**src/rtl/core/key_matrix_press_tracker_defines.svh**
```systemverilog
// Assertion macros for the key matrix press tracker.
// Included by RTL files that carry concurrent checks; needs no other file.
`ifndef KEY_MATRIX_PRESS_TRACKER_DEFINES_SVH
`define KEY_MATRIX_PRESS_TRACKER_DEFINES_SVH
`ifndef SYNTH
// prop must hold at every clock edge outside reset
`define KMPT_ASSERT(lbl, prop) \
	lbl: assert property (@(posedge clk) disable iff (!arst_n) (prop)) \
		else $error("kmpt assertion failed");
// expr must never be true outside reset
`define KMPT_NEVER(lbl, expr) \
	lbl: assert property (@(posedge clk) disable iff (!arst_n) !(expr)) \
		else $error("kmpt forbidden condition seen");
`else
`define KMPT_ASSERT(lbl, prop)
`define KMPT_NEVER(lbl, expr)
`endif
`endif

```
**src/rtl/core/kmpt_pkg.sv**
```systemverilog
// Shared types and constants for the key matrix press tracker.
// No dependencies.
package kmpt_pkg;

	localparam int ROWS  = 8;
	localparam int COLS  = 16;
	localparam int SLOTS = 8;

	localparam int KEYS   = ROWS * COLS;
	localparam int CODE_W = (KEYS > 1) ? $clog2(KEYS) : 1;
	localparam int SLOT_W = (SLOTS > 1) ? $clog2(SLOTS) : 1;

	localparam int ROW_W   = 3;
	localparam int COL_W   = 4;
	localparam int CNT_W   = 8;
	localparam int UPG_W   = 7;
	localparam int APB_AW  = 3;
	localparam int APB_DW  = 32;

	// register index decoded from paddr[APB_AW-1:2]
	localparam logic REG_UPGRADE_KEY = 1'b0;

	typedef enum logic [2:0] {
		EV_NONE      = 3'd0,
		EV_NEW       = 3'd1,
		EV_PROMOTE   = 3'd2,
		EV_HELD_REL  = 3'd3,
		EV_EARLY_REL = 3'd4
	} event_t;

	typedef struct packed {
		logic [ROW_W-1:0] row;
		logic [COL_W-1:0] col;
		logic             pressed;
		logic             scan_start;
	} sample_t;

	typedef struct packed {
		event_t           event_res;
		logic             changed;
		logic [CNT_W-1:0] pressed_count;
		logic             boot_request;
		logic             insert_dropped;
	} result_t;

endpackage

```
**src/rtl/core/key_matrix_press_tracker.sv**
```systemverilog
// Key matrix press tracker: top level, the only module of the block.
// Depends on kmpt_pkg and key_matrix_press_tracker_defines.svh.
//
// One matrix sample is taken as a transaction when start is high and busy is
// low. The block then walks its two slot lists (just-pressed and held) with a
// single slot compare unit, one slot index per cycle, and then applies the
// list update in its update state. The result appears on the result port for
// exactly one cycle with done high; busy drops in that same cycle, so the next
// sample is taken at the edge that ends the done cycle. The receiver cannot
// stall: a result that is not taken in its done cycle is gone. The slot
// compare sequencer keeps the block busy, so it takes no new sample until it
// is through with the last one. The upgrade key code register sits at byte
// address 0 of the APB port; writes are meant to happen only while the block
// is idle.
`include "key_matrix_press_tracker_defines.svh"

module key_matrix_press_tracker (
	input  logic                            clk,
	input  logic                            arst_n,
	// sample command channel
	input  logic                            start,
	input  kmpt_pkg::sample_t               cmd,
	output logic                            busy,
	// result channel, one-cycle strobe
	output logic                            done,
	output kmpt_pkg::result_t               result,
	// configuration port
	input  logic                            psel,
	input  logic                            penable,
	input  logic                            pwrite,
	input  logic [kmpt_pkg::APB_AW-1:0]     paddr,
	input  logic [kmpt_pkg::APB_DW-1:0]     pwdata,
	output logic [kmpt_pkg::APB_DW-1:0]     prdata,
	output logic                            pready
);

	typedef enum logic [1:0] {
		ST_IDLE,
		ST_SEARCH,
		ST_UPDATE
	} state_t;

	state_t state_q;

	// accepted transaction
	kmpt_pkg::sample_t                 smp_q;
	logic [kmpt_pkg::CODE_W-1:0]       code_q;
	logic                              in_range_q;

	// search results gathered by the compare unit
	logic [kmpt_pkg::SLOT_W-1:0]       idx_q;
	logic                              fhit_q, hhit_q, ffree_q, hfree_q;
	logic [kmpt_pkg::SLOT_W-1:0]       fhit_pos_q, hhit_pos_q, ffree_pos_q, hfree_pos_q;

	// slot lists
	logic [kmpt_pkg::SLOTS-1:0]        fresh_vld_q, held_vld_q;
	logic [kmpt_pkg::CODE_W-1:0]       fresh_code_q [kmpt_pkg::SLOTS];
	logic [kmpt_pkg::CODE_W-1:0]       held_code_q  [kmpt_pkg::SLOTS];

	logic [kmpt_pkg::CNT_W-1:0]        count_q;
	logic [kmpt_pkg::UPG_W-1:0]        upg_q;

	logic                              done_q;
	kmpt_pkg::result_t                 result_q;

	// handshake decode
	logic accept;
	logic cfg_wr;
	logic cfg_sel_upg;

	// shared slot compare unit: looks at slot idx_q of both lists
	logic f_match, h_match, f_free, h_free;

	// update-cycle decisions
	logic [kmpt_pkg::CNT_W-1:0] cnt_base;
	logic [kmpt_pkg::CNT_W-1:0] cnt_next;
	logic                       boot_hit;
	logic [kmpt_pkg::CODE_W-1:0] code_in;
	logic                       range_in;

	// registered event is one that flags a change
	logic                       change_event;

	assign busy   = (state_q != ST_IDLE);
	assign accept = start && !busy;
	assign done   = done_q;
	assign result = result_q;

	// APB: zero wait states
	assign pready      = 1'b1;
	assign cfg_sel_upg = (paddr[kmpt_pkg::APB_AW-1:2] == kmpt_pkg::REG_UPGRADE_KEY);
	assign cfg_wr      = psel && penable && pwrite && pready;
	assign prdata      = cfg_sel_upg ?
		{{(kmpt_pkg::APB_DW - kmpt_pkg::UPG_W){1'b0}}, upg_q} : '0;

	// key code of the incoming sample
	assign range_in = (int'(cmd.row) < kmpt_pkg::ROWS) && (int'(cmd.col) < kmpt_pkg::COLS);
	assign code_in  = kmpt_pkg::CODE_W'(int'(cmd.row) * kmpt_pkg::COLS + int'(cmd.col));

	assign f_match = fresh_vld_q[idx_q] && (fresh_code_q[idx_q] == code_q);
	assign h_match = held_vld_q[idx_q]  && (held_code_q[idx_q]  == code_q);
	assign f_free  = !fresh_vld_q[idx_q];
	assign h_free  = !held_vld_q[idx_q];

	assign cnt_base = smp_q.scan_start ? '0 : count_q;
	assign cnt_next = (cnt_base == {kmpt_pkg::CNT_W{1'b1}}) ? cnt_base :
		cnt_base + kmpt_pkg::CNT_W'(1);
	assign boot_hit = (32'(code_q) == 32'(upg_q));

	assign change_event = (result_q.event_res == kmpt_pkg::EV_NEW) ||
		(result_q.event_res == kmpt_pkg::EV_HELD_REL) ||
		(result_q.event_res == kmpt_pkg::EV_EARLY_REL);

	// control, valid bits and registered result
	always_ff @(posedge clk or negedge arst_n) begin
		if (!arst_n) begin
			state_q     <= ST_IDLE;
			idx_q       <= '0;
			fhit_q      <= 1'b0;
			hhit_q      <= 1'b0;
			ffree_q     <= 1'b0;
			hfree_q     <= 1'b0;
			fresh_vld_q <= '0;
			held_vld_q  <= '0;
			count_q     <= '0;
			upg_q       <= '0;
			done_q      <= 1'b0;
		end else begin
			done_q <= 1'b0;
			if (cfg_wr && cfg_sel_upg) begin
				upg_q <= pwdata[kmpt_pkg::UPG_W-1:0];
			end
			case (state_q)
				ST_IDLE: begin
					if (accept) begin
						state_q <= ST_SEARCH;
						idx_q   <= '0;
						fhit_q  <= 1'b0;
						hhit_q  <= 1'b0;
						ffree_q <= 1'b0;
						hfree_q <= 1'b0;
					end
				end
				ST_SEARCH: begin
					// keep only the lowest match and the lowest free slot
					if (f_match && !fhit_q) begin
						fhit_q <= 1'b1;
					end
					if (h_match && !hhit_q) begin
						hhit_q <= 1'b1;
					end
					if (f_free && !ffree_q) begin
						ffree_q <= 1'b1;
					end
					if (h_free && !hfree_q) begin
						hfree_q <= 1'b1;
					end
					if (32'(idx_q) == kmpt_pkg::SLOTS - 1) begin
						state_q <= ST_UPDATE;
					end else begin
						idx_q <= idx_q + kmpt_pkg::SLOT_W'(1);
					end
				end
				ST_UPDATE: begin
					state_q                      <= ST_IDLE;
					done_q                       <= 1'b1;
					result_q.event_res           <= kmpt_pkg::EV_NONE;
					result_q.changed             <= 1'b0;
					result_q.boot_request        <= 1'b0;
					result_q.insert_dropped      <= 1'b0;
					result_q.pressed_count       <= cnt_base;
					count_q                      <= cnt_base;
					if (in_range_q) begin
						if (smp_q.pressed) begin
							result_q.boot_request  <= boot_hit;
							result_q.pressed_count <= cnt_next;
							count_q                <= cnt_next;
							if (fhit_q) begin
								// second pressed sample: move to held list
								fresh_vld_q[fhit_pos_q] <= 1'b0;
								result_q.event_res      <= kmpt_pkg::EV_PROMOTE;
								if (hfree_q) begin
									held_vld_q[hfree_pos_q] <= 1'b1;
								end else begin
									result_q.insert_dropped <= 1'b1;
								end
							end else if (!hhit_q) begin
								result_q.event_res <= kmpt_pkg::EV_NEW;
								result_q.changed   <= 1'b1;
								if (ffree_q) begin
									fresh_vld_q[ffree_pos_q] <= 1'b1;
								end else begin
									result_q.insert_dropped <= 1'b1;
								end
							end
						end else begin
							if (hhit_q) begin
								held_vld_q[hhit_pos_q] <= 1'b0;
								result_q.event_res     <= kmpt_pkg::EV_HELD_REL;
								result_q.changed       <= 1'b1;
							end else if (fhit_q) begin
								fresh_vld_q[fhit_pos_q] <= 1'b0;
								result_q.event_res      <= kmpt_pkg::EV_EARLY_REL;
								result_q.changed        <= 1'b1;
							end
						end
					end
				end
				default: begin
					state_q <= ST_IDLE;
				end
			endcase
		end
	end

	// payload: sample, slot positions and slot codes
	always_ff @(posedge clk) begin
		if (accept) begin
			smp_q      <= cmd;
			code_q     <= code_in;
			in_range_q <= range_in;
		end
		if (state_q == ST_SEARCH) begin
			if (f_match && !fhit_q) begin
				fhit_pos_q <= idx_q;
			end
			if (h_match && !hhit_q) begin
				hhit_pos_q <= idx_q;
			end
			if (f_free && !ffree_q) begin
				ffree_pos_q <= idx_q;
			end
			if (h_free && !hfree_q) begin
				hfree_pos_q <= idx_q;
			end
		end
		if (state_q == ST_UPDATE && in_range_q && smp_q.pressed) begin
			if (fhit_q) begin
				if (hfree_q) begin
					held_code_q[hfree_pos_q] <= code_q;
				end
			end else if (!hhit_q && ffree_q) begin
				fresh_code_q[ffree_pos_q] <= code_q;
			end
		end
	end

	// checks
	`KMPT_NEVER(a_done_while_busy, done_q && busy)
	`KMPT_ASSERT(a_accept_starts_scan, accept |=> (state_q == ST_SEARCH) && (idx_q == '0))
	`KMPT_ASSERT(a_changed_matches_event, done_q |-> (result_q.changed == change_event))
	`KMPT_ASSERT(a_done_after_update, done_q |-> ($past(state_q) == ST_UPDATE))

endmodule
```
**config.mk**
```make
export PLATFORM = sky130hd
export DESIGN_NAME = key_matrix_press_tracker
export DESIGN_NICKNAME = d
export VERILOG_FILES = /design/src/rtl/core/kmpt_pkg.sv /design/src/rtl/core/key_matrix_press_tracker.sv
export VERILOG_INCLUDE_DIRS = /design/src /design/src/rtl/core
export SDC_FILE = /design/constraint.sdc
export NUM_CORES = 1
export LEC_CHECK = 0
export ABC_AREA = 1
export BUFFER_PORTS_ARGS = -buffer_cell sky130_fd_sc_hd__buf_2
export CAP_MARGIN = 10
export CORE_MARGIN = 4
export CORE_UTILIZATION = 55
export DETAILED_ROUTE_END_ITERATION = 10
export HOLD_SLACK_MARGIN = 0.06
export PLACE_DENSITY = 0.76
export SYNTH_ARGS = -nofsm -noshare
export SYNTH_HDL_FRONTEND = slang
export SYNTH_SLANG_ARGS = --single-unit
```
**constraint.sdc**
```tcl
create_clock -name clk -period 2.8 [get_ports clk]
set_input_delay 0.56 -clock clk [delete_from_list [all_inputs] [get_ports clk]]
set_output_delay 0.56 -clock clk [all_outputs]
set_load 0.1 [all_outputs]
```
After elaboration in Yosys (flattened, before gate mapping)
Memories as Yosys holds them, arrays and structs flattened.
Cells that the tools add are included.
{"block": "classes", "mul": 0, "div_mod_pow": 0, "n_eq_ne": 18, "n_addsub": 3, "shift": 0, "reduce_logical": 42, "bitwise": 7, "magnitude_cmp": 9, "mux": 61}
{"cell": "$mux W8", "n": 13}
{"cell": "$mux W1", "n": 25}
{"cell": "$eq A7 B7 Y1", "n": 3}
{"cell": "$lt A3 B4 Y1 const B", "n": 5}
{"cell": "$and A8 B8 Y8", "n": 2}
{"cell": "$logic_and A1 B1 Y1", "n": 16}
{"cell": "$not A8 Y8", "n": 2}
{"cell": "$or A8 B8 Y8", "n": 2}
{"cell": "$reduce_and A3 Y1", "n": 5}
{"cell": "$demux W1 S3", "n": 4}
{"cell": "$ge A3 B1 Y1 const B", "n": 4}
{"cell": "$mux W4", "n": 3}
{"cell": "$ne A2 B1 Y1 const B", "n": 6}
{"cell": "$reduce_and A2 Y1", "n": 6}
{"cell": "$mux W10", "n": 1}
{"cell": "$ne A2 B2 Y1 const B", "n": 5}
{"cell": "$reduce_bool A2 Y1", "n": 5}
{"cell": "$mux W3", "n": 3}
{"cell": "$add A8 B1 Y8 const B", "n": 1}
{"cell": "$eq A8 B8 Y1 const B", "n": 1}
{"cell": "$pmux W1 S2", "n": 4}
{"cell": "$add A7 B4 Y7", "n": 1}
{"cell": "$logic_not A1 Y1", "n": 7}
{"cell": "$mux W7", "n": 1}
{"cell": "12 further kinds", "n": 15}
{"block": "word_totals", "mem_count": 2, "output_inout_bits": 49, "elab_cells": 165, "rom_bits": 0, "ram_bits": 112, "latch_bits": 0, "register_bits": 76, "in_bits": 50}
{"memory": "fresh_code_q", "depth": 8, "word_bits": 7, "read_ports": 1, "rd_ports_with_merged_regs": 0, "wr": 1, "line": "key_matrix_press_tracker.sv:57", "rtl": "logic [kmpt_pkg::CODE_W-1:0] fresh_code_q [kmpt_pkg::SLOTS];"}
{"memory": "held_code_q", "depth": 8, "word_bits": 7, "read_ports": 1, "rd_ports_with_merged_regs": 0, "wr": 1, "line": "key_matrix_press_tracker.sv:58", "rtl": "logic [kmpt_pkg::CODE_W-1:0] held_code_q [kmpt_pkg::SLOTS];"}

Depth between registers and ports, before layout
Gate-level depths: netlist of the first run.
{"block": "logic_depth", "word_depth": 9, "mapped_depth": 13, "ltp_nobuf": 12}

Worst setup path after synthesis of the first run
No wires, ideal clock.
{"block": "synth_path", "path_kind": "input port to output port", "from": "input paddr[2] (netlist name)", "to": "output prdata[0] (netlist name)", "t_arrival_ps": 1997, "path_buffers": 1, "required_ps": 2240, "stages": 2, "setup_slack_ps": 243, "cell_sequence": "clkbuf_1 nor2_1"}
{"block": "synth_between", "elab_chain_len": 1}
{"item": "from (decl)", "line": "key_matrix_press_tracker.sv:31", "rtl": "input logic [kmpt_pkg::APB_AW-1:0] paddr,"}
{"item": "$mux W7", "line": "key_matrix_press_tracker.sv:93", "rtl": "assign prdata = cfg_sel_upg ?"}
{"item": "to (decl)", "line": "key_matrix_press_tracker.sv:33", "rtl": "output logic [kmpt_pkg::APB_DW-1:0] prdata,"}
Every way passes these cells.

Worst setup path after layout of the first run
{"block": "layout_path", "from": "register idx_q[0] (netlist name)", "to": "register hhit_pos_q[0] (netlist name), enable pin"}
{"block": "layout_between", "elab_chain_len": 5, "word_cells_on_any_way": 7, "classes_between": "1 x eq/ne; 2 x mux; 3 x reduce/logical; 1 x memory"}
{"item": "from (decl)", "line": "key_matrix_press_tracker.sv:51", "rtl": "logic [kmpt_pkg::SLOT_W-1:0] idx_q;"}
{"item": "from (signal assigned)", "line": "key_matrix_press_tracker.sv:161", "rtl": "idx_q <= idx_q + kmpt_pkg::SLOT_W'(1);"}
{"item": "$mem_v2 Z8 W7 or $bmux W1 S3 (tied branches)"}
{"item": "$eq A7 B7 Y1 or $mux W1 (tied branches)", "line": "key_matrix_press_tracker.sv:101", "rtl": "assign h_match = held_vld_q[idx_q] && (held_code_q[idx_q] == code_q);"}
{"item": "$logic_and A1 B1 Y1 (*)", "line": "key_matrix_press_tracker.sv:101"}
{"item": "$logic_and A1 B1 Y1 (*)", "line": "key_matrix_press_tracker.sv:227", "rtl": "if (h_match && !hhit_q) begin"}
{"item": "$reduce_and A2 Y1 (no source line) (*)"}
{"item": "to (signal assigned)", "line": "key_matrix_press_tracker.sv:228", "rtl": "hhit_pos_q <= idx_q;"}
{"item": "to (decl)", "line": "key_matrix_press_tracker.sv:53", "rtl": "logic [kmpt_pkg::SLOT_W-1:0] fhit_pos_q, hhit_pos_q, ffree_pos_q, hfree_pos_q;"}
Mark *: on every way between the ends. The rest lies on a longest branch, timed or not. The select of a mux whose other input is x is not followed.
A chain may end at the register's enable or synchronous reset.

==> qor.csv, run 1 <==
metric;value;unit
routed vias/inst;5.21;
clock skew;12.1;ps
crit path launch type;flip-flop;
syn avg cell area;9.60;um^2
layout cell share with drive strength beyond 1;13.7;%
Die Wd;135;um
fin cells;1212;
vias in the first global route;6032;
Post-CTS Repair Setup Buffers;0;
Period Utilization, post-route;80.4;%
critical setup path kind;reg2reg;
top cell type's share of synthesized area;49.6;%
PwrDens;850;nW/um^2
Slew Limit Fails;0;
Worst Path Max Fanout;26;
Max-slew headroom;51.8;%
IO Port Bufs;45;
CORE AREA;15900;um^2
Arr. time, crit path;2400;ps
R2R Setup Slk;550;ps
static leakage;4.37;nW
n_diodes;0;
row cnt;46;
CP Capture Type;flip-flop;
count leader, synth;nand2_1;
final setup fails;0;
pre-CTS setup slack;569;ps
Post-synth EDFFs;147;
Pre-Repair DR Iteration Count;6;
hpwl dp;12400;um
slowest CP cell;dfrtp_2;
Post-DP Area;9310;um^2
Reg clk slew, reported paths;70;ps
Worst Slack Setup Final;548;ps
antenna-violating nets left;0;
Final Critical Period;2250;ps
worst min path class;in2async;
CTS H-Tree Depth;4;
CTS hold repair buffers;0;
Reg-to-Reg End;hhit_pos_q[0]$_DFFE_PP_;
actual slew at the worst max-slew pin;717;ps
Final Util;62.3;%
register area share after synthesis;61.1;%
leading area contributor after synthesis;edfxtp_1;
design area;9890;um^2
GPL Wtd Cong;0.843;
Overflow after GRT;0;
Total Power;8.40;mW
full die area;18300;um^2
Peak Freq;444;MHz
Worst Reg2Reg Path Length in Cells;12;
clock sinks;188;
area grow syn2layout;11.1;%
CTS tree;built;
synth cell count leaders;nand2_1, edfxtp_1, inv_1;
GRT Total Usage;21.3;%
Root Buffer;clkbuf_16;
#FFs+latches synth;188;
Initial Util;56.0;%
RSZ-0062 raised after global routing;false;
mapped cell area;8900;um^2
Yosys Warn Count;0;
placed instance count;1180;
Max stage delay on crit path;430;ps
ys async rst share;21.8;%
largest net degree at the start of global routing;88;
Max VDD drop;0.000626;V
Max Cap Violations;0;
later-pin clock latency in the skew report;440;ps
cells after synthesis;927;
die height;135;um
routed vias;6311;
Max clock buf depth;2;
hold slack;223;ps
mean routed wirelength per cell;15.4;um
antenna violations before repair;0;
final WL;18700;um
Resize count post-CTS;0;
status;finished, final reports clean;
first-pass GRT wire length;30000;um
CP most frequent cell;nand2_1;
cell chain of the critical path;inv_2, buf_12, nand2_1, nand3_1, nand3_1, nand3_1, nand2_1, inv_1, nand2_1, nor2_1, nand2_1, inv_1;
drt drc;0;
Setup TNS;0;ps
post-synth cell types;43;
Hold Fails Final Rpt;0;
starting DRC count in detailed routing;560;
fin nets;1036;
Synth area leaders;edfxtp_1, dfrtp_1, nand2_1;
worst reg2reg startpoint;idx_q[0]$_DFFE_PN0P_;
Most used DFF post-synth;edfxtp_1;
Num CTS Buffers;17;
I/O Pins;99;
Critical Path RT;2940;ps
[power by group]
part	switching, mW	total (mW)	internal, mW	leakage, nW
Clock	1.10	2.36	1.26	0.272
Combinational	1.90	2.62	0.726	2.24
Sequential	0.184	3.42	3.24	1.86
[cell usage in the layout (no fill, tap or decap), types with 8 or more instances in the layout]
| cell type | n |
|---|---|
| nand2_1 | 223 |
| edfxtp_1 | 147 |
| inv_1 | 131 |
| nor2_1 | 107 |
| nand3_1 | 91 |
| buf_2 | 45 |
| dfrtp_1 | 40 |
| o21ai_0 | 26 |
| conb_1 | 26 |
| buf_4 | 25 |
| clkbuf_16 | 17 |
| a21oi_1 | 14 |
| nor4_1 | 10 |
| nor3_1 | 9 |
| inv_2 | 8 |
[final cells by class]
| cell class | instances | area [um^2] |
|---|---|---|
| fill | 1283 | 5990 |
| sequential | 188 | 5440 |
| inverter | 140 | 526 |
| multi-input combinational | 564 | 2620 |
| timing repair buffer | 72 | 453 |
| clock buffer | 17 | 425 |
| clock inverter | 15 | 153 |
| tap | 216 | 270 |
[logic make-up (layout without fill, tap and decap cells)]
kind of cell             count (synthesis)  in the layout  share of synthesized area [%]
AND/OR/NAND/NOR                        464            464                           23.1
buffers and inverters                  199            244                           10.5
flip-flops                             188            188                           61.1
AO/OA/AOI/OAI                           65             65                           4.03
XOR/XNOR                                 6              6                          0.843
adder cells (fa/ha/maj)                  3              3                          0.422
other                                    2             26                         0.0843
[layer usage]
layer	share of wire, %	vias to the layer above	wire [um]	global-route usage, %
met4	1.9	0	348	7.00
met2	51	200	9560	37.2
li1	-	3074	-	-
met5	0	-	0	0
met3	5.8	31	1080	4.12
met1	41	3006	7680	26.9
[worst max-delay path, delay by kind of cell (launching register included)]
kind | cells | cell delay (ps)
simple gates | 8 | 690
flops | 1 | 430
buf+inv | 4 | 810
[how the worst max path moves through the flow]
stage / startpoint / end / slack [ps] / cells past startpoint
after floorplan: paddr[2] / prdata[0] / 240 / 2
after global placement: idx_q[0]$_DFFE_PN0P_ / hhit_pos_q[0]$_DFFE_PP_ / 590 / 12
after detailed placement: idx_q[0]$_DFFE_PN0P_ / hhit_pos_q[0]$_DFFE_PP_ / 570 / 12
after CTS: idx_q[0]$_DFFE_PN0P_ / hhit_pos_q[0]$_DFFE_PP_ / 550 / 12
after global routing: idx_q[0]$_DFFE_PN0P_ / hhit_pos_q[2]$_DFFE_PP_ / 350 / 12
final: idx_q[0]$_DFFE_PN0P_ / hhit_pos_q[0]$_DFFE_PP_ / 550 / 12
[flip-flops by register name, indices dropped and copies added (netlist names), 2 cells and up]
register / cells
code_q: 7
count_q: 8
ffree_pos_q: 3
fhit_pos_q: 3
fresh_code_q: 56
fresh_vld_q: 8
held_code_q: 56
held_vld_q: 8
hfree_pos_q: 3
hhit_pos_q: 3
idx_q: 3
result: 14
smp_q: 2
state_q: 2
upg_q: 7
Note: power is estimated with default switching activity, not from simulation.
==> run 2, diff against run 1 <==
--- a/config.mk
+++ b/config.mk
@@ -10,7 +10,7 @@
 export BUFFER_PORTS_ARGS = -buffer_cell sky130_fd_sc_hd__buf_2
 export CAP_MARGIN = 10
 export CORE_MARGIN = 4
-export CORE_UTILIZATION = 55
+export CORE_UTILIZATION = 53
 export DETAILED_ROUTE_END_ITERATION = 10
 export HOLD_SLACK_MARGIN = 0.06
 export PLACE_DENSITY = 0.76
==> constraint.sdc (replaced) <==
create_clock -name clk -period 1.9 [get_ports clk]
set_input_delay 0.38 -clock clk [delete_from_list [all_inputs] [get_ports clk]]
set_output_delay 0.38 -clock clk [all_outputs]
set_load 0.1 [all_outputs]
==> qor.csv, run 2 (synthesis results as in run 1) <==
metric;value;unit;change
status;finished, violations left;;was finished, final reports clean
failing checks;setup timing;;
final WL;20700;um;was 18700 um
Crit path max-delay family;simple AND/OR/NAND/NOR gates;;was buffers and inverters
slowest CP cell;dfrtp_2;;unchanged
worst min path class;in2reg;;was in2async
RSZ-0062 raised after global routing;true;;was false
n_diodes;0;;unchanged
Critical path buffers and inverters;3;;was 4
GPL Wtd Cong;0.875;;was 0.843
Max VDD drop;0.000797;V;was 0.000626 V
routed vias/inst;5.26;;was 5.21
Die Wd;138;um;was 135 um
CP most frequent cell;nand3_1;;was nand2_1
CTS H-Tree Depth;4;;unchanged
area grow syn2layout;19.9;%;was 11.1%
Max-slew headroom;64.0;%;was 51.8%
hpwl dp;13200;um;was 12400 um
Final Critical Period;1980;ps;was 2250 ps
Max stage delay on crit path;470;ps;was 430 ps
clock sinks;188;;unchanged
mean routed wirelength per cell;16.3;um;was 15.4 um
starting DRC count in detailed routing;754;;was 560
crit path launch type;flip-flop;;unchanged
Initial Util;53.9;%;was 56.0%
CP Capture Type;flip-flop;;unchanged
Reg clk slew, reported paths;70;ps;about the same
routed vias;6664;;was 6311
IO Port Bufs;45;;unchanged
Num CTS Buffers;17;;unchanged
full die area;18900;um^2;was 18300 um^2
CORE AREA;16500;um^2;was 15900 um^2
Worst Path Max Fanout;8;;was 26
actual slew at the worst max-slew pin;541;ps;was 717 ps
Critical Path RT;2050;ps;was 2940 ps
row cnt;47;;was 46
clock skew;9.43;ps;was 12.1 ps
static leakage;4.74;nW;was 4.37 nW
largest net degree at the start of global routing;42;;was 88
antenna-violating nets left;0;;unchanged
critical setup path kind;reg2reg;;unchanged
GRT Total Usage;22.7;%;was 21.3%
Arr. time, crit path;2130;ps;was 2400 ps
design area;10700;um^2;was 9890 um^2
I/O Pins;99;;unchanged
drt drc;0;;unchanged
Max Cap Violations;0;;unchanged
Peak Freq;505;MHz;was 444 MHz
filler cell count;1191;;was 1283
Hold Fails Final Rpt;0;;unchanged
CTS tree;built;;unchanged
cell chain of the critical path;buf_8, buf_16, nor2_1, nor2_1, o21ai_1, nand3_1, nand3_1, nand3_1, nor2_2, nand2_2, inv_2;;was inv_2, buf_12, nand2_1, nand3_1, nand3_1, nand3_1, nand2_1, inv_1, nand2_1, nor2_1, nand2_1, inv_1
fin nets;1087;;was 1036
Overflow after GRT;0;;unchanged
Worst Slack Setup Final;-78.9;ps;was 548 ps
Pre-Repair DR Iteration Count;5;;was 6
most frequent cells in the layout;nand2_1, edfxtp_1, inv_1, nor2_1, nand3_1;;unchanged
most common cell after layout, fill and taps aside;nand2_1;;unchanged
PwrDens;1300;nW/um^2;was 850 nW/um^2
Max clock buf depth;2;;unchanged
die height;138;um;was 135 um
final setup fails;6;;was 0
Setup TNS;-447;ps;was 0 ps
first-pass GRT wire length;32300;um;was 30000 um
Root Buffer;clkbuf_16;;unchanged
Post-DP Area;9720;um^2;was 9310 um^2
antenna violations before repair;0;;unchanged
Period Utilization, post-route;104;%;was 80.4%
later-pin clock latency in the skew report;440;ps;about the same
layout cell share with drive strength beyond 1;22.4;%;was 13.7%
Slew Limit Fails;0;;unchanged
vias in the first global route;6382;;was 6032
-- run 2: changes by cell type in the layout (fill, tap and decap cells not counted), moves of 7 or more --
cell / before / now
nand2_2: 5 / 13
nor4_1: 10 / 3
buf_4: 25 / 65
nor4_2: 0 / 7
nand3_2: 2 / 17
nand3_1: 91 / 76
nand2_1: 223 / 214
nor2_1: 107 / 97
-- run 2: layer usage --
layer,up-vias,routed length (um),global-route usage (%)
met3,53,1410,4.67
met5,-,0,0
met1,3149,8230,28.7
li1,3178,-,-
met4,0,655,9.98
met2,284,10400,37.8
-- run 2: layout make-up --
class / count / area (um^2) / share of cell area [%]
inverters: 140 / 531 / 4.97
repair buffers: 123 / 947 / 8.87
multi-input cells: 564 / 2850 / 26.7
flip-flops and latches: 188 / 5440 / 51.0
well taps: 220 / 275 / 2.58
clock inverters: 15 / 209 / 1.96
clock buffers: 17 / 425 / 3.98
-- run 2: worst reg2reg max path: stages (launching register included) --
cell	delay, ps
dfrtp_2	470
buf_8	170
buf_16	150
nor2_1	110
nor2_1	50
o21ai_1	70
nand3_1	150
nand3_1	110
nand3_1	110
nor2_2	140
nand2_2	90
inv_2	80
-- run 2: power breakdown --
group	leakage, nW	switching, mW	internal, mW
clock network	0.307	1.58	2.23
logic	2.58	3.31	1.74
registers	1.86	0.220	4.77
total	4.74	5.11	8.74
-- run 2: path summary, 6_finish.rpt --
path / slack, ps / to / from / cells past startpoint
max: -80 / hhit_pos_q[2]$_DFFE_PP_ / idx_q[0]$_DFFE_PN0P_ / 11
min: 120 / code_q[4]$_DFFE_PP_ / cmd[6] / 1
max reg2reg: -80 / hhit_pos_q[2]$_DFFE_PP_ / idx_q[0]$_DFFE_PN0P_ / 11
min reg2reg: 510 / fresh_vld_q[5]$_DFFE_PN0P_ / fresh_vld_q[5]$_DFFE_PN0P_ / 2
max in group asynchronous: 940 / idx_q[0]$_DFFE_PN0P_ / arst_n / 3
min in group asynchronous: 560 / count_q[5]$_DFFE_PN0P_ / arst_n / 3
-- run 2: repair_timing --
action | 4_1_cts | 5_1_grt
hold buffers | 1 | 0
buffers inserted | 5 | 0
resized for setup | 30 | 31
pin swaps | 9 | 14
endpoints found under the setup margin | 17 | 18
hold endpoints to repair | 41 | 0
gates cloned | 3 | 0
-- run 2: stage by stage --
stage	instances	setup WS [ps]	total power, mW	utilization, %	hold slack [ps]
finish	1267	-78.9	13.8	64.6	116
global route	1267	-172	14.5	64.6	103
CTS	1268	-56.3	13.7	64.1	99.6
detailed placement	1227	-149	9.45	58.8	488
global placement	1227	-78.4	9.33	58.8	484
floorplan	951	-297	8.21	-	84.4
